### config.mk
export PLATFORM = sky130hd
export DESIGN_NAME = linear_3d_point_interpolator_core
export DESIGN_NICKNAME = d
export VERILOG_FILES = /design/src/hdl/l3d_pkg.sv /design/src/hdl/l3d_lane.sv /design/src/hdl/l3d_merge.sv /design/src/hdl/linear_3d_point_interpolator_core.sv
export VERILOG_INCLUDE_DIRS = /design/src /design/src/hdl
export SDC_FILE = /design/constraint.sdc
export NUM_CORES = 1
export LEC_CHECK = 0
export BUFFER_PORTS_ARGS = -buffer_cell sky130_fd_sc_hd__buf_2
export CAP_MARGIN = 10
export CORE_AREA = 2 2 258 260
export DETAILED_ROUTE_END_ITERATION = 8
export DIE_AREA = 0 0 260 262
export HOLD_SLACK_MARGIN = 0.1
export SETUP_SLACK_MARGIN = 0.3
export SLEW_MARGIN = 40
export SYNTH_ARGS = -nofsm -noshare
export SYNTH_HDL_FRONTEND = slang
export SYNTH_HIERARCHICAL = 1
export SYNTH_SLANG_ARGS = --single-unit
### constraint.sdc
create_clock -name clk -period 4 [get_ports clk]
set_input_delay 0 -clock clk [delete_from_list [all_inputs] [get_ports clk]]
set_output_delay 0 -clock clk [all_outputs]
set_load 0.05 [all_outputs]
### src/hdl/linear_3d_point_interpolator_core_defines.svh
// Assertion macros shared by the interpolator RTL.
// Needs clk and arst_n in scope where a macro is used.
`ifndef LINEAR_3D_POINT_INTERPOLATOR_CORE_DEFINES_SVH
`define LINEAR_3D_POINT_INTERPOLATOR_CORE_DEFINES_SVH

// same-cycle implication, checked out of reset
`define L3D_ASSERT_NOW(label, cond, conseq, msg) \
	label: assert property (@(posedge clk) disable iff (!arst_n) (cond) |-> (conseq)) \
		else $error(msg);

// next-cycle implication, checked out of reset
`define L3D_ASSERT_NEXT(label, cond, conseq, msg) \
	label: assert property (@(posedge clk) disable iff (!arst_n) (cond) |=> (conseq)) \
		else $error(msg);

`endif

### src/hdl/l3d_pkg.sv
// Shared types and constants of the 3D line interpolator.
// No dependencies.
package l3d_pkg;

	localparam int MAX_POINTS   = 64;
	localparam int INDEX_BITS   = 6;
	localparam int COORD_BITS_D = 24;

	localparam logic [INDEX_BITS-1:0] MAX_INDEX = INDEX_BITS'(MAX_POINTS - 1);

	// per-cycle command broadcast to the three axis lanes
	typedef struct packed {
		logic load;     // capture a new move
		logic div_en;   // one divider iteration
		logic adv;      // step the running coordinate
		logic use_end;  // present the exact end coordinate
	} l3d_lane_ctrl_t;

	// point bookkeeping handed to the merge stage
	typedef struct packed {
		logic                  valid;
		logic                  last;
		logic [INDEX_BITS-1:0] index;
	} l3d_emit_t;

endpackage

### src/hdl/l3d_lane.sv
// One axis lane: restoring divider for (end - start) / n and a running accumulator.
// Depends on l3d_pkg.
module l3d_lane
	import l3d_pkg::*;
#(
	parameter int COORD_BITS = COORD_BITS_D
) (
	input  logic                         clk,
	input  logic                         arst_n,
	input  l3d_lane_ctrl_t               ctrl,
	input  logic signed [COORD_BITS-1:0] start_c,
	input  logic signed [COORD_BITS-1:0] end_c,
	input  logic [INDEX_BITS-1:0]        divisor,
	output logic signed [COORD_BITS-1:0] coord
);

	localparam int DW = COORD_BITS + 1;

	logic signed [DW-1:0]     diff;
	logic [DW-1:0]            mag;
	logic signed [DW-1:0]     acc_q;
	logic [COORD_BITS-1:0]    end_q;
	logic                     neg_q;
	logic [DW-1:0]            quo_q;
	logic [INDEX_BITS-1:0]    rem_q;
	logic [INDEX_BITS:0]      rem_sh;
	logic                     fits;

	assign diff = DW'(end_c) - DW'(start_c);
	assign mag  = diff[DW-1] ? DW'(-diff) : DW'(diff);

	// shift in the next dividend bit; remainder stays below the divisor
	assign rem_sh = {rem_q, quo_q[DW-1]};
	assign fits   = rem_sh >= {1'b0, divisor};

	always_ff @(posedge clk or negedge arst_n) begin
		if (!arst_n) begin
			acc_q <= '0;
			end_q <= '0;
			neg_q <= 1'b0;
			quo_q <= '0;
			rem_q <= '0;
		end else if (ctrl.load) begin
			acc_q <= DW'(start_c);
			end_q <= end_c;
			neg_q <= diff[DW-1];
			quo_q <= mag;
			rem_q <= '0;
		end else if (ctrl.div_en) begin
			quo_q <= {quo_q[DW-2:0], fits};
			rem_q <= fits ? INDEX_BITS'(rem_sh - {1'b0, divisor}) : rem_sh[INDEX_BITS-1:0];
		end else if (ctrl.adv) begin
			acc_q <= neg_q ? acc_q - $signed(quo_q) : acc_q + $signed(quo_q);
		end
	end

	assign coord = ctrl.use_end ? $signed(end_q) : acc_q[COORD_BITS-1:0];

endmodule

### src/hdl/l3d_merge.sv
// Merge stage: registers the three lane coordinates with index and last flag.
// Depends on l3d_pkg.
module l3d_merge
	import l3d_pkg::*;
#(
	parameter int COORD_BITS = COORD_BITS_D
) (
	input  logic                         clk,
	input  logic                         arst_n,
	input  l3d_emit_t                    emit,
	input  logic signed [COORD_BITS-1:0] lane_x,
	input  logic signed [COORD_BITS-1:0] lane_y,
	input  logic signed [COORD_BITS-1:0] lane_z,
	output logic                         strobe,
	output logic [INDEX_BITS-1:0]        point_index,
	output logic signed [COORD_BITS-1:0] point_x,
	output logic signed [COORD_BITS-1:0] point_y,
	output logic signed [COORD_BITS-1:0] point_z,
	output logic                         last_point
);

	logic valid_s1;

	always_ff @(posedge clk or negedge arst_n) begin
		if (!arst_n) begin
			valid_s1 <= 1'b0;
		end else begin
			valid_s1 <= emit.valid;
		end
	end

	always_ff @(posedge clk) begin
		if (emit.valid) begin
			point_index <= emit.index;
			last_point  <= emit.last;
			point_x     <= lane_x;
			point_y     <= lane_y;
			point_z     <= lane_z;
		end
	end

	assign strobe = valid_s1;

endmodule

### src/hdl/linear_3d_point_interpolator_core.sv
// Top level of the 3D straight-line point interpolator.
// Depends on l3d_pkg, l3d_lane, l3d_merge and the assertion macro header.
//
// channel   | direction | handshake              | payload
// ----------+-----------+------------------------+---------------------------------------
// move      | in        | start & !busy          | start/end x,y,z, segment_count
// point     | out       | strobe (one cycle)     | point_index, point_x/y/z, last_point
//
// A move runs through load, divide and emit and yields n + 1 points, n = min(segment_count, 63):
// the bit-serial dividers in the lanes (one quotient bit per cycle) work in the divide
// state, then one point leaves per cycle. Each point appears on the outputs in the cycle
// after it is formed, for exactly one cycle; the receiver cannot stall it.
// busy is high from the accepting edge until the end point has been formed.
// Reset (arst_n low) returns to idle at once and drops the strobe.
`include "linear_3d_point_interpolator_core_defines.svh"

module linear_3d_point_interpolator_core
	import l3d_pkg::*;
#(
	parameter int COORD_BITS = COORD_BITS_D
) (
	input  logic                         clk,
	input  logic                         arst_n,
	input  logic                         start,
	output logic                         busy,
	input  logic signed [COORD_BITS-1:0] start_x,
	input  logic signed [COORD_BITS-1:0] end_x,
	input  logic signed [COORD_BITS-1:0] start_y,
	input  logic signed [COORD_BITS-1:0] end_y,
	input  logic signed [COORD_BITS-1:0] start_z,
	input  logic signed [COORD_BITS-1:0] end_z,
	input  logic [INDEX_BITS-1:0]        segment_count,
	output logic                         strobe,
	output logic [INDEX_BITS-1:0]        point_index,
	output logic signed [COORD_BITS-1:0] point_x,
	output logic signed [COORD_BITS-1:0] point_y,
	output logic signed [COORD_BITS-1:0] point_z,
	output logic                         last_point
);

	// divider runs one iteration per quotient bit
	localparam int DIV_STEPS = COORD_BITS + 1;
	localparam int CNT_BITS  = $clog2(DIV_STEPS + 1);

	localparam logic [1:0] ST_IDLE = 2'd0;
	localparam logic [1:0] ST_DIV  = 2'd1;
	localparam logic [1:0] ST_EMIT = 2'd2;

	logic [1:0]            state_q;
	logic [CNT_BITS-1:0]   div_cnt_q;
	logic [INDEX_BITS-1:0] n_q;
	logic [INDEX_BITS-1:0] idx_q;
	logic                  accept;
	logic                  at_end;
	l3d_lane_ctrl_t        ctrl;
	l3d_emit_t             emit;
	logic signed [COORD_BITS-1:0] lane_x, lane_y, lane_z;

	assign accept = start && !busy;
	assign busy   = state_q != ST_IDLE;
	assign at_end = idx_q == n_q;

	// sequencer: load, divide, then walk the points
	always_ff @(posedge clk or negedge arst_n) begin
		if (!arst_n) begin
			state_q   <= ST_IDLE;
			div_cnt_q <= '0;
			idx_q     <= '0;
			n_q       <= '0;
		end else begin
			unique case (state_q)
				ST_IDLE: begin
					if (accept) begin
						// counts above capacity saturate
						n_q       <= (segment_count > MAX_INDEX) ? MAX_INDEX : segment_count;
						div_cnt_q <= '0;
						idx_q     <= '0;
						state_q   <= ST_DIV;
					end
				end
				ST_DIV: begin
					div_cnt_q <= div_cnt_q + 1'b1;
					if (div_cnt_q == CNT_BITS'(DIV_STEPS - 1)) begin
						state_q <= ST_EMIT;
					end
				end
				ST_EMIT: begin
					idx_q <= idx_q + 1'b1;
					if (at_end) begin
						state_q <= ST_IDLE;
					end
				end
				default: begin
					state_q <= ST_IDLE;
				end
			endcase
		end
	end

	always_comb begin
		ctrl.load    = accept;
		ctrl.div_en  = state_q == ST_DIV;
		ctrl.adv     = (state_q == ST_EMIT) && !at_end;
		ctrl.use_end = at_end;
		emit.valid   = state_q == ST_EMIT;
		emit.last    = at_end;
		emit.index   = idx_q;
	end

	// divisor is n; with n = 0 only the end point leaves, so the step is never used
	l3d_lane #(.COORD_BITS(COORD_BITS)) u_lane_x (
		.clk(clk), .arst_n(arst_n), .ctrl(ctrl),
		.start_c(start_x), .end_c(end_x), .divisor(n_q), .coord(lane_x)
	);

	l3d_lane #(.COORD_BITS(COORD_BITS)) u_lane_y (
		.clk(clk), .arst_n(arst_n), .ctrl(ctrl),
		.start_c(start_y), .end_c(end_y), .divisor(n_q), .coord(lane_y)
	);

	l3d_lane #(.COORD_BITS(COORD_BITS)) u_lane_z (
		.clk(clk), .arst_n(arst_n), .ctrl(ctrl),
		.start_c(start_z), .end_c(end_z), .divisor(n_q), .coord(lane_z)
	);

	l3d_merge #(.COORD_BITS(COORD_BITS)) u_merge (
		.clk(clk), .arst_n(arst_n), .emit(emit),
		.lane_x(lane_x), .lane_y(lane_y), .lane_z(lane_z),
		.strobe(strobe), .point_index(point_index),
		.point_x(point_x), .point_y(point_y), .point_z(point_z),
		.last_point(last_point)
	);

	// a transaction on the move port starts work
	`L3D_ASSERT_NEXT(a_accept_busy, accept, busy, "accepted move did not raise busy")
	// points of one move come out back to back until the end point
	`L3D_ASSERT_NEXT(a_points_contig, strobe && !last_point, strobe, "gap inside a point run")
	// end point carries the saturated count as its index
	`L3D_ASSERT_NOW(a_last_index, strobe && last_point, point_index == n_q,
		"end point index differs from segment count")
	// every point was formed while the block was busy
	`L3D_ASSERT_NOW(a_strobe_busy, strobe, $past(busy), "point emitted while idle")

endmodule
* Word level (Yosys, flattened, before mapping) *
Index checks and enable logic that the tools add are counted.
Widths: inputs -> output; s select.

cells by class
  add/sub/neg operators = 17
  $lt $le $gt $ge = 4
  equality and inequality tests = 8
  muxes and demuxes = 42
  reductions and logical operators = 15

operators with widths
  operator             number
  $mux 25              21
  $add 25x25->25       3
  $neg 25->25          3
  $sub 24x24->25       3
  $sub 25x25->25       3
  $mux 24              3
  $mux 6               11
  $ge 7x6->1           3
  $sub 6x6->6          3
  $pmux 6 s2           1
  $pmux 5 s2           1
  $reduce_bool 2->1    5
  $reduce_and 2->1     4
  $add 6x1->6 const B  1
  $eq 6x6->1           1
  $gt 6x6->1 const B   1
  $mux 2               3
  $ne 2x2->1 const B   3
  $pmux 2 s3           1
  $add 5x1->5 const B  1
  $eq 5x5->1 const B   1
  $mux 5               1
  $reduce_and 3->1     1
  $eq 2x1->1 const B   1
  5 further kinds      7

storage, ports and cells
  bits in registers = 342
  input bits = 153
  output and inout bits = 81
  word-level logic and storage cells = 111

* Depth between registers and ports, before layout *
Gate-level depths: netlist (run 1).

  depth after elaboration = 6
  mapped depth = 18
  depth with buffers taken out = 18

* Hierarchy *
The synthesis (run 1) kept the hierarchy.

modules (own cells, without submodules)
  module                             instances  cells an instance  area each (um^2)  sequential area each (um^2)
  l3d_lane (u_lane_z)                1          886                7,542.2           2,001.9
  l3d_lane (u_lane_x)                1          879                7,459.7           2,001.9
  l3d_lane (u_lane_y)                1          886                7,449.6           2,001.9
  l3d_merge                          1          80                 2,397.3           2,397.3
  linear_3d_point_interpolator_core  1          104                958.4             475.5

* Worst setup path before layout (run 1) *
OpenSTA, ideal clock, no wires.

  kind = reg2reg
  from = register u_lane_z.quo_q[5]
  to = register u_lane_z.acc_q[22]
  setup time = 0.096 ns
  data arrival time = 3.859 ns
  path slack = 0.046 ns
  stages on the path, launching flop included = 16
  period minus slack after synthesis = 3.954 ns
  path through = dfrtp_1 or4_1 nor4_1 and3b_1 nor2_1 xnor2_1 ha_1 a21o_1 a21o_1 a21oi_1 o21ai_0 a41o_1 a2111oi_0 o21ai_0 xnor2_1 o31ai_1

between the ends
  longest elaborated chain between the ends = 5
  elaborated cells on any way between the ends = 6
  classes of those cells = add/sub (2); mux (4)

RTL lines
  item                                              RTL line        source
  from (decl)                                       l3d_lane.sv:24  logic [DW-1:0] quo_q;
  from (signal assigned)                            l3d_lane.sv:47  quo_q <= mag;
  from (signal assigned)                            l3d_lane.sv:50  quo_q <= {quo_q[DW-2:0], fits};
  $add 25x25->25 or $sub 25x25->25 (tied branches)  l3d_lane.sv:53  acc_q <= neg_q ? acc_q - $signed(quo_q) : acc_q + $signed(quo_q);
  $mux 25 (*)                                       l3d_lane.sv:53
  $mux 25 (*)                                       l3d_lane.sv:52  end else if (ctrl.adv) begin
  $mux 25 (*)                                       l3d_lane.sv:49  end else if (ctrl.div_en) begin
  $mux 25 (*)                                       l3d_lane.sv:43  end else if (ctrl.load) begin
  to (signal assigned)                              l3d_lane.sv:44  acc_q <= DW'(start_c);
  to (signal assigned)                              l3d_lane.sv:53
  to (decl)                                         l3d_lane.sv:21  logic signed [DW-1:0] acc_q;

Mark *: on every way between the ends. The rest lies on a longest branch, timed or not. The select of a mux whose other input is x is not followed.
A chain may end at the register's enable or synchronous reset.

* Final worst setup path (run 1) *
  from = register u_lane_x.quo_q[4]
  to = register u_lane_x.acc_q[21]

between the ends
  longest elaborated chain between the ends = 5
  elaborated cells on any way between the ends = 6
  classes of those cells = add/sub (2); mux (4)

RTL lines
  item                                              RTL line
  from (decl)                                       l3d_lane.sv:24
  from (signal assigned)                            l3d_lane.sv:47
  from (signal assigned)                            l3d_lane.sv:50
  $add 25x25->25 or $sub 25x25->25 (tied branches)  l3d_lane.sv:53
  $mux 25 (*)                                       l3d_lane.sv:53
  $mux 25 (*)                                       l3d_lane.sv:52
  $mux 25 (*)                                       l3d_lane.sv:49
  $mux 25 (*)                                       l3d_lane.sv:43
  to (signal assigned)                              l3d_lane.sv:44
  to (signal assigned)                              l3d_lane.sv:53
  to (decl)                                         l3d_lane.sv:21

Marks and branches as above.

==> results.yml, run 1 <==
outcome:
  status: "completed"
die:
  die_h_um: 262
  ioPinCount: 234
  die_w_um: 260
  initial_core_util_pct: 39.5
  dieArea_sq_um: 68100
  rows: 94
  core_sq_um: 65300
sta:
  finalHoldViolations: 0
  maxSlewHeadroom_pct: 47.5
  tightest_slew_ns: 0.788
  drv_slew: 0
  max_freq_ghz: 0.257
  skew_ns: 0.0257
  rsz0062_at_grt: "yes"
  period_needed_ns: 3.89
  setup_viol: 0
  min_period_over_period_pct: 97.3
yosys:
  yosys_most_used_dff: "dfrtp_1"
  synth_seq_cells: 339
  synthCells: 2835
  synth.distinct_cells: 123
  synth_nets: 3165
  synth_warnings: 6
  synth-edff-count: 79
  syn_area_sq_um: 25800
  synth.avg_cell_area_sq_um: 9.10
  ys_seq_area_share_pct: 34.4
  async_reset_ff_share_pct: 76.7
worst_setup_path:
  path_delay_family: "compound AO/OA/AOI/OAI gates"
  endpoint_kind: "flip-flop"
  startpoint: "u_lane_x/quo_q[4]"
  critical-path-slowest-cell: "or4_4"
  crit_chain: "or4_4, nor4b_4, buf_4, nor2_1, xnor2_1, ha_1, a21oi_2, o21ai_1, a221o_1, a211oi_2, nor3_2, a2111oi_4, buf_4, xor2_2, o221ai_2"
  path_max_fanout: 3
  timing.critical_path.buf_inv: 2
  r2r_slack_ns: 0.11
  crit_top_cell: "buf_4"
  crit_type: "flip-flop to flip-flop"
  reg2regPathDepth: 15
  critPathRequiredTime_ns: 4.44
  reg2reg_to: "u_lane_x/acc_q[21]"
  crit_end: "u_lane_x/acc_q[21]"
  critPathArrivalTime_ns: 4.34
  worstSetupStartpointType: "flip-flop"
  cp.depth: 15
  crit_path_max_incr_delay_ns: 0.56
  r2r_start: "u_lane_x/quo_q[4]"
global_route:
  grt_pass1_vias: 22800
  grt_overflow: 0
  grt_max_degree: 111
  grtUsageTotal_pct: 21.4
  antenna_found_initial: 1
  grt_pass1_wl_mm: 119
pwr:
  power.density_nw_per_um2: 286
  vdd_ir_drop_max_v: 0.000275
  total_power_uw: 9210
  p_leak_uw: 0.0137
min_path:
  hp-class: "input pin to flip-flop"
clock_tree:
  h-tree-depth: 2
  clkTransAtPathRegs_ns: 0.06
  cts_buffers: 44
  clock-sinks: 339
  cts_tree: "built"
  worstSkewPairLatency_ns: 0.59
  root_buffer: "clkbuf_16"
  clock_path_buffers: 3
finish:
  insertedDiodeCount: 0
  postLayoutCoreUtil_pct: 49.3
  fill_cells: 6056
  fin_nets: 3586
  drive_gt1_share_pct: 22.4
  areaGrowthSynthToFinish_pct: 24.7
routing:
  vias: 22800
  detail-route-antenna-nets: 0
  vias_per_cell: 5.50
  wl_mm: 75.1
  wl_per_cell_um: 18.1
  initialDrtViolationCount: 1377
  dr.pass1.iters: 5
  drc_errors: 0
placement:
  io_buffers: 233
  dp_hpwl_mm: 52.6
  place.gp.congestion: 0.894
run:
  cap_violations: 0
## sequential cells by signal (all words and copies together) (netlist names), 24 cells and up
name and cells:
u_lane_x/quo_q 25, u_lane_y/end_q 24, u_lane_z/quo_q 25, u_lane_z/end_q 24, u_lane_x/end_q 24, u_merge/point_x 24, u_lane_y/acc_q 24, u_merge/point_z 24
u_merge/point_y 24, u_lane_y/quo_q 25, u_lane_x/acc_q 24, u_lane_z/acc_q 24
## metal layers
metal | vias to the layer above | global-route usage (%) | wire (um)
met5 | - | 0 | 0
met4 | 0 | 6.21 | 1990
met3 | 130 | 2.44 | 2940
met2 | 528 | 37.1 | 36200
met1 | 11100 | 28.2 | 33900
li1 | 11100 | - | -
## power breakdown
group	switching [uW]	internal, uW	total, uW
Sequential	0	3530	3530
Combinational	969	690	1660
Clock	1620	2400	4020
Total	2590	6620	9210
## metrics by stage
stage	hold slack, ns	cells	cell area, sq um	worst slack, ns	TNS (ns)
4_1_cts	0.130	4132	31500	0.182	0
2_1_floorplan	-0.296	2835	25900	0.233	0
6_report	0.163	4155	32200	0.107	0
5_1_grt	0.185	4155	32200	-0.00955	-0.0176
3_5_place_dp	-0.0921	3877	28200	-0.0611	-0.0660
3_3_place_gp	0.0938	3876	28200	0.0225	0
## how the worst min path moves through the flow
| stage | cells after the start | end | from |
|---|---|---|---|
| after detailed placement | 1 | u_lane_y/end_q[18] | arst_n |
| after floorplan | 0 | div_cnt_q[0] | arst_n |
| after global routing | 4 | u_lane_x/acc_q[22] | start_x[22] |
| after global placement | 1 | u_lane_y/end_q[17] | arst_n |
| after CTS | 6 | u_lane_z/quo_q[3] | start_z[0] |
| final | 6 | u_lane_z/quo_q[3] | start_z[0] |
## repair_timing
action / in CTS / in global routing
setup endpoints to repair: 21 / 45
pin swaps: 31 / 74
hold endpoints to repair: 428 / 0
setup buffers: 13 / 23
hold buffers: 161 / 0
gates resized for setup: 39 / 108
## synthesized netlist by cell type (all sizes together), types with 14 or more instances
| cell type | n | share of area [%] |
|---|---|---|
| a211oi | 104 | 3.1 |
| a21o | 63 | 1.8 |
| a21oi | 268 | 5.2 |
| a31oi | 31 | 0.78 |
| and2 | 15 | 0.36 |
| and3 | 20 | 0.51 |
| buf | 23 | 0.46 |
| clkbuf | 103 | 1.7 |
| dfrtp | 260 | 25 |
| edfxtp | 79 | 9.2 |
| ha | 168 | 8.1 |
| inv | 159 | 2.3 |
| mux2 | 145 | 6.3 |
| mux2i | 47 | 1.8 |
| nand2 | 196 | 2.9 |
| nand2b | 35 | 0.85 |
| nand3 | 48 | 0.95 |
| nand4 | 20 | 0.53 |
| nor2 | 238 | 3.5 |
| nor2b | 51 | 1.2 |
| nor3 | 55 | 1.1 |
| nor4 | 20 | 0.62 |
| o211a | 14 | 0.54 |
| o21a | 26 | 0.76 |
| o21ai | 170 | 3.3 |
| o31ai | 16 | 0.47 |
| xnor2 | 170 | 5.8 |
| xor2 | 74 | 2.5 |
## cell type report
type                            instances  area [sq um]  area share (%)
Clock buffer                           63          1230            3.83
Inverter                              162           628            1.95
Tap cell                              864          1080            3.36
Multi-Input combinational cell       2208         16400            51.1
Clock inverter                         18           211           0.657
Timing Repair Buffer                  501          3700            11.5
Sequential cell                       339          8880            27.6
## cell usage in the layout (no fill, tap or decap), drive strengths merged, types with 79 or more instances in the layout
cell and instances:
a21oi 268, a211oi 104, mux2 145, inv 162
buf 341, ha 168, dlygate4sd3 160, nand2 196
nor2 238, xnor2 170, edfxtp 79, o21ai 170
dfrtp 260
## cells by family (layout without fill, tap and decap cells)
kind of cell / Yosys count / in the layout / share of synthesized area, %
xor+xnor: 244 / 244 / 8.31
mux: 192 / 192 / 8.15
fa+ha+maj: 177 / 177 / 8.84
simple gates: 774 / 774 / 15.1
flops: 339 / 339 / 34.4
buf+inv: 288 / 744 / 4.56
compound gates: 821 / 821 / 20.6
## worst reg2reg max path, stage by stage, from the launching register on
cell and delay [ns]:
dfrtp_1 0.38, or4_4 0.56, nor4b_4 0.30, buf_4 0.16
nor2_1 0.04, xnor2_1 0.22, ha_1 0.32, a21oi_2 0.15
o21ai_1 0.08, a221o_1 0.40, a211oi_2 0.33, nor3_2 0.11
a2111oi_4 0.28, buf_4 0.19, xor2_2 0.15, o221ai_2 0.10
No activity file was read; power rests on OpenSTA's default activity.
==> run 2, diff against run 1 <==
clock period = 4.8 ns   (was 4 ns; I/O delays follow)
==> run 2 against run 1 <==
Combinational power down 17%. Flip-flop and latch count unchanged. Register-to-register slack gained 0.43 ns. Power down 16%. Core utilization fell by 1.9 points. Critical endpoint is now u_lane_x/acc_q[22]. Sequential share of layout area rose by 1.1 points. Maximum frequency is 8.8% lower. Final area fell by 3.9%. Wire length is 3.8% lower. Clock power is 15% lower. Hold slack better by 0.027 ns. Global-route usage fell by 0.56 points.
==> results.yml, run 2 (synthesis gave the netlist of run 1 again) <==
finish:
  postLayoutCoreUtil_pct: 47.4
  reg_top3: "u_lane_x/quo_q x25, u_lane_y/quo_q x25, u_lane_z/quo_q x25"
  fill_cells: 6154
  layout_commonest_cell: "a21oi_1"
  multi_input_area_sq_um: 15800
  fin_nets: 3503
  areaGrowthSynthToFinish_pct: 19.9
  final_cell_mix: "a21oi_1 (264), dfrtp_1 (260), nor2_1 (235)"
  seqCellArea_sq_um: 8880
  insertedDiodeCount: 0
  drive_gt1_share_pct: 17.4
run:
  cap_violations: 0
routing:
  detail-route-antenna-nets: 0
  vias_per_cell: 5.50
  dr.pass1.iters: 5
  initialDrtViolationCount: 1441
  vias: 22400
  drc_errors: 0
  wl_mm: 72.2
  wl_per_cell_um: 17.7
global_route:
  antenna_found_initial: 1
  grtUsageTotal_pct: 20.9
  grt_pass1_vias: 22400
  grt_pass1_wl_mm: 117
  grt_overflow: 0
  grt_max_degree: 132
clock_tree:
  clkTransAtPathRegs_ns: 0.06
  root_buffer: "clkbuf_16"
  clock-sinks: 339
  cts_tree: "built"
  worstSkewPairLatency_ns: 0.58
  clock_path_buffers: 3
  cts_buffers: 44
  h-tree-depth: 2
min_path:
  hp-class: "input pin to flip-flop"
sta:
  maxSlewHeadroom_pct: 46.9
  period_needed_ns: 4.27
  drv_slew: 0
  max_freq_ghz: 0.234
  tightest_slew_ns: 0.795
  setup_viol: 0
  min_period_over_period_pct: 88.9
  finalHoldViolations: 0
  setup-tns-final_ns: 0
  rsz0062_at_grt: "no"
  skew_ns: 0.0182
placement:
  io_buffers: 233
  dp_hpwl_mm: 51.2
  place.gp.congestion: 0.883
die:
  die_w_um: 260
  initial_core_util_pct: 39.5
  ioPinCount: 234
  dieArea_sq_um: 68100
  core_sq_um: 65300
  rows: 94
  die_h_um: 262
pwr:
  vdd_ir_drop_max_v: 0.000248
  power.density_nw_per_um2: 250
  p_leak_uw: 0.0130
outcome:
  status: "completed"
worst_setup_path:
  endpoint_kind: "flip-flop"
  path_max_fanout: 5
  critPathRequiredTime_ns: 5.22
  critPathArrivalTime_ns: 4.69
  worstSetupStartpointType: "flip-flop"
  crit_type: "flip-flop to flip-flop"
==> run 2: changes by cell type in the layout (fill, tap and decap cells not counted), sizes merged <==
cell,change
buf,-82
clkinv,+2
clkbuf,-4
bufinv,+1
dlygate4sd3,-1
clkinvlp,+3
inv,-2
==> run 2: metal layers <==
layer	global-route usage [%]	vias up	routed length, um
met3	2.62	92	3040
li1	-	11000	-
met5	0	-	0
met2	35.9	520	34500
met1	27.9	10800	33300
met4	5.09	0	1340
==> run 2: what timing repair did <==
action | in CTS | in global routing
buffers inserted | 0 | 1
hold buffers | 158 | 1
endpoints found under the hold margin | 260 | 31
resized for setup | 0 | 9
endpoints found under the setup margin | 0 | 9
==> run 2: path summary, 6_finish.rpt <==
kind | from | end | slack [ns] | depth (start not counted)
max in group asynchronous | arst_n | u_lane_x/acc_q[8] | 3.18 | 5
worst max-delay path | u_lane_x/quo_q[5] | u_lane_x/acc_q[22] | 0.53 | 16
worst min register to register | u_lane_y/rem_q[5] | u_lane_y/rem_q[5] | 0.49 | 2
worst min-delay path | start_y[2] | u_lane_y/acc_q[2] | 0.19 | 4
worst max register to register | u_lane_x/quo_q[5] | u_lane_x/acc_q[22] | 0.53 | 16
min in group asynchronous | arst_n | u_lane_z/end_q[18] | 0.45 | 3
==> run 2: layout make-up <==
| type | instances | share of cell area (%) |
|---|---|---|
| Clock buffer | 59 | 3.97 |
| Clock inverter | 22 | 0.853 |
| Inverter | 162 | 2.01 |
| Multi-Input combinational cell | 2208 | 51.2 |
| Sequential cell | 339 | 28.7 |
| Tap cell | 864 | 3.49 |
| Timing Repair Buffer | 418 | 9.77 |
==> run 2: per-stage QoR <==
step	worst slack, ns	hold slack [ns]	total power [uW]	cells	instance area, sq um
2_1_floorplan	0.846	-0.296	3880	2835	25800
3_5_place_dp	0.384	0.113	4240	3830	27800
5_1_grt	0.271	0.199	8100	4072	30900
6_report	0.534	0.190	7740	4072	30900
4_1_cts	0.348	0.121	7850	4069	30800
3_3_place_gp	0.327	0.103	4220	3830	27700
==> run 2: critical path, stage by stage, from the launching register on <==
cell and delay [ns]:
dfrtp_1 0.43, or4_1 0.62, nor4b_1 0.28, buf_4 0.17, nand2_1 0.10, nor4_4 0.30, nor2_1 0.10, xnor2_1 0.14
ha_1 0.35, a21o_1 0.22, a21o_1 0.17, a21o_1 0.20, o41a_1 0.36, a21o_1 0.20, a21oi_1 0.17, xor2_1 0.18
o221ai_1 0.14
==> run 2: power breakdown <==
| part | switching, uW | internal [uW] | leakage, uW | total, uW |
|---|---|---|---|---|
| sequential | 0 | 2940 | 0.00376 | 2940 |
| combinational | 804 | 565 | 0.00856 | 1370 |
| clock | 1360 | 2070 | 0.000719 | 3430 |
| total | 2170 | 5580 | 0.0130 | 7740 |
==> run 3, diff against run 2 <==
PLACE_DENSITY = 0.67   (was default)
==> run 3 against run 2 <==
Critical path depth did not move. Non-clock buffer count did not move. Hold slack got worse by 0.0041 ns. Power rose by 2.7%. Sequential power barely moved. Combinational power barely moved. Setup slack improved by 0.053 ns. Die area did not move. Clock power rose by 6.7%. Global-route usage fell by 0.60 points. Critical endpoint is now u_lane_z/acc_q[23]. Largest cell class unchanged.
==> results.yml, run 3 (synthesis gave the netlist of run 1 again) <==
outcome:
  status: "completed"
min_path:
  hp-class: "input pin to flip-flop"
  min_to: "u_lane_z/acc_q[12]"
  min_from: "start_z[12]"
  min_path_cells: 4
finish:
  reg_top3: "u_lane_x/quo_q x25, u_lane_y/quo_q x25, u_lane_z/quo_q x25"
  final_cell_mix: "a21oi_1 (263), dfrtp_1 (260), nor2_1 (235)"
  drive_gt1_share_pct: 17.7
  layout_commonest_cell: "a21oi_1"
  layoutNonFillerInstCount: 4075
  areaGrowthSynthToFinish_pct: 20.4
  fin_nets: 3504
worst_setup_path:
  crit_path_max_incr_delay_ns: 0.65
  path_max_fanout: 5
  r2r_slack_ns: 0.59
  reg2regPathDepth: 16
  critPathRequiredTime_ns: 5.24
  reg2reg_to: "u_lane_z/acc_q[23]"
  r2r_start: "u_lane_z/quo_q[5]"
  critPathArrivalTime_ns: 4.65
  critical-path-slowest-cell: "or4_1"
  timing.critical_path.buf_inv: 0
  crit_type: "flip-flop to flip-flop"
  worstSetupStartpointType: "flip-flop"
  path_delay_family: "compound AO/OA/AOI/OAI gates"
  crit_chain: "or4_1, nor4_4, and3b_1, nor2_1, xnor2_1, ha_1, a21o_1, a21o_1, a21oi_1, nor2b_1, o311ai_1, o21ai_0, o41ai_1, xnor2_1, mux2i_1, o21ai_0"
  endpoint_kind: "flip-flop"
global_route:
  grt_overflow: 0
  antenna_found_initial: 0
  grt_pass1_wl_mm: 113
  grtUsageTotal_pct: 20.3
  grt_max_degree: 137
  grt_pass1_vias: 21600
sta:
  setup_viol: 0
  max_freq_ghz: 0.237
  maxSlewHeadroom_pct: 47.9
  period_needed_ns: 4.21
  tightest_slew_ns: 0.781
  setup-tns-final_ns: 0
  min_period_over_period_pct: 87.8
  finalHoldViolations: 0
  drv_slew: 0
  rsz0062_at_grt: "no"
  skew_ns: 0.0131
pwr:
  vdd_ir_drop_max_v: 0.000270
  power.density_nw_per_um2: 256
  p_leak_uw: 0.0131
placement:
  io_buffers: 233
  dp_hpwl_mm: 49.1
  place.gp.congestion: 0.869
  dp_cells: 3830
routing:
  initialDrtViolationCount: 1378
  detail-route-antenna-nets: 0
  drc_errors: 0
  vias: 22200
  wl_per_cell_um: 17.2
  vias_per_cell: 5.44
  dr.pass1.iters: 5
  wl_mm: 70.3
die:
  core_sq_um: 65300
  die_w_um: 260
  ioPinCount: 234
  die_h_um: 262
  initial_core_util_pct: 39.5
  rows: 94
  dieArea_sq_um: 68100
clock_tree:
  cts_buffers: 45
  clock_path_buffers: 3
  h-tree-depth: 2
  clock-sinks: 339
  worstSkewPairLatency_ns: 0.58
  cts_tree: "built"
  root_buffer: "clkbuf_16"
  clkTransAtPathRegs_ns: 0.06
run:
  cap_violations: 0
## run 3: cell count changes in the layout (fill, tap and decap cells not counted), moves of 2 or more
cell,change
bufinv_16,+3
clkinv_4,-3
clkinv_1,-2
inv_6,+3
clkbuf_1,-7
clkinv_2,+7
clkbuf_16,+2
diode_2,+2
## run 3: what timing repair did
item	in CTS	in global routing
hold endpoints to repair	274	0
endpoints found under the setup margin	0	9
setup buffers	0	1
hold buffers	160	0
gates resized for setup	0	9
## run 3: worst reg2reg max path, cell delays in order (launching register included)
cell and delay, ns:
dfrtp_1 0.42, or4_1 0.65, nor4_4 0.21, and3b_1 0.27
nor2_1 0.07, xnor2_1 0.13, ha_1 0.33, a21o_1 0.17
a21o_1 0.17, a21oi_1 0.22, nor2b_1 0.10, o311ai_1 0.45
o21ai_0 0.21, o41ai_1 0.34, xnor2_1 0.12, mux2i_1 0.13
o21ai_0 0.09
## run 3: cell type report
cell class,instances,area [sq um]
inverters,162,626
well taps,864,1080
clock inverters,27,349
fillers,6158,34200
diodes,2,5.00
multi-input cells,2208,15800
repair buffers,418,3010
clock buffers,55,1270
flip-flops and latches,339,8880
## run 3: per-layer routing
layer / vias to the layer above / part of all wire [%] / GRT usage, %
li1: 10900 / - / -
met1: 10600 / 47 / 27.7
met2: 506 / 47 / 33.9
met3: 86 / 4.8 / 2.80
met4: 0 / 1.9 / 4.73
met5: - / 0 / 0
## run 3: worst max path at each step
stage          slack (ns)                  to               from  cells past startpoint
2_1_floorplan        0.85  u_lane_z/acc_q[22]  u_lane_z/quo_q[5]                     15
3_3_place_gp         0.39  u_lane_z/acc_q[23]  u_lane_z/quo_q[5]                     16
3_5_place_dp         0.40  u_lane_z/acc_q[23]  u_lane_z/quo_q[5]                     16
4_1_cts              0.39  u_lane_z/acc_q[23]  u_lane_z/quo_q[5]                     16
5_1_grt              0.31  u_lane_z/acc_q[23]  u_lane_z/quo_q[5]                     16
6_report             0.59  u_lane_z/acc_q[23]  u_lane_z/quo_q[5]                     16
## run 3: report_power, final
group	leakage [uW]	internal, uW	switching, uW
Sequential	0.00376	2940	0
Clock	0.000799	2300	1360
Combinational	0.00855	565	786
Total	0.0131	5810	2140
## run 3: stage by stage
stage / util [%] / setup slack [ns] / cell area [sq um] / hold slack, ns / power (uW)
CTS: 47.4 / 0.387 / 31000 / 0.143 / 8060
detailed placement: 42.5 / 0.397 / 27700 / 0.0694 / 4220
global placement: 42.5 / 0.390 / 27700 / 0.0767 / 4210
finish: 47.6 / 0.586 / 31100 / 0.185 / 7950
floorplan: - / 0.846 / 25800 / -0.296 / 3880
global route: 47.6 / 0.305 / 31100 / 0.189 / 8310
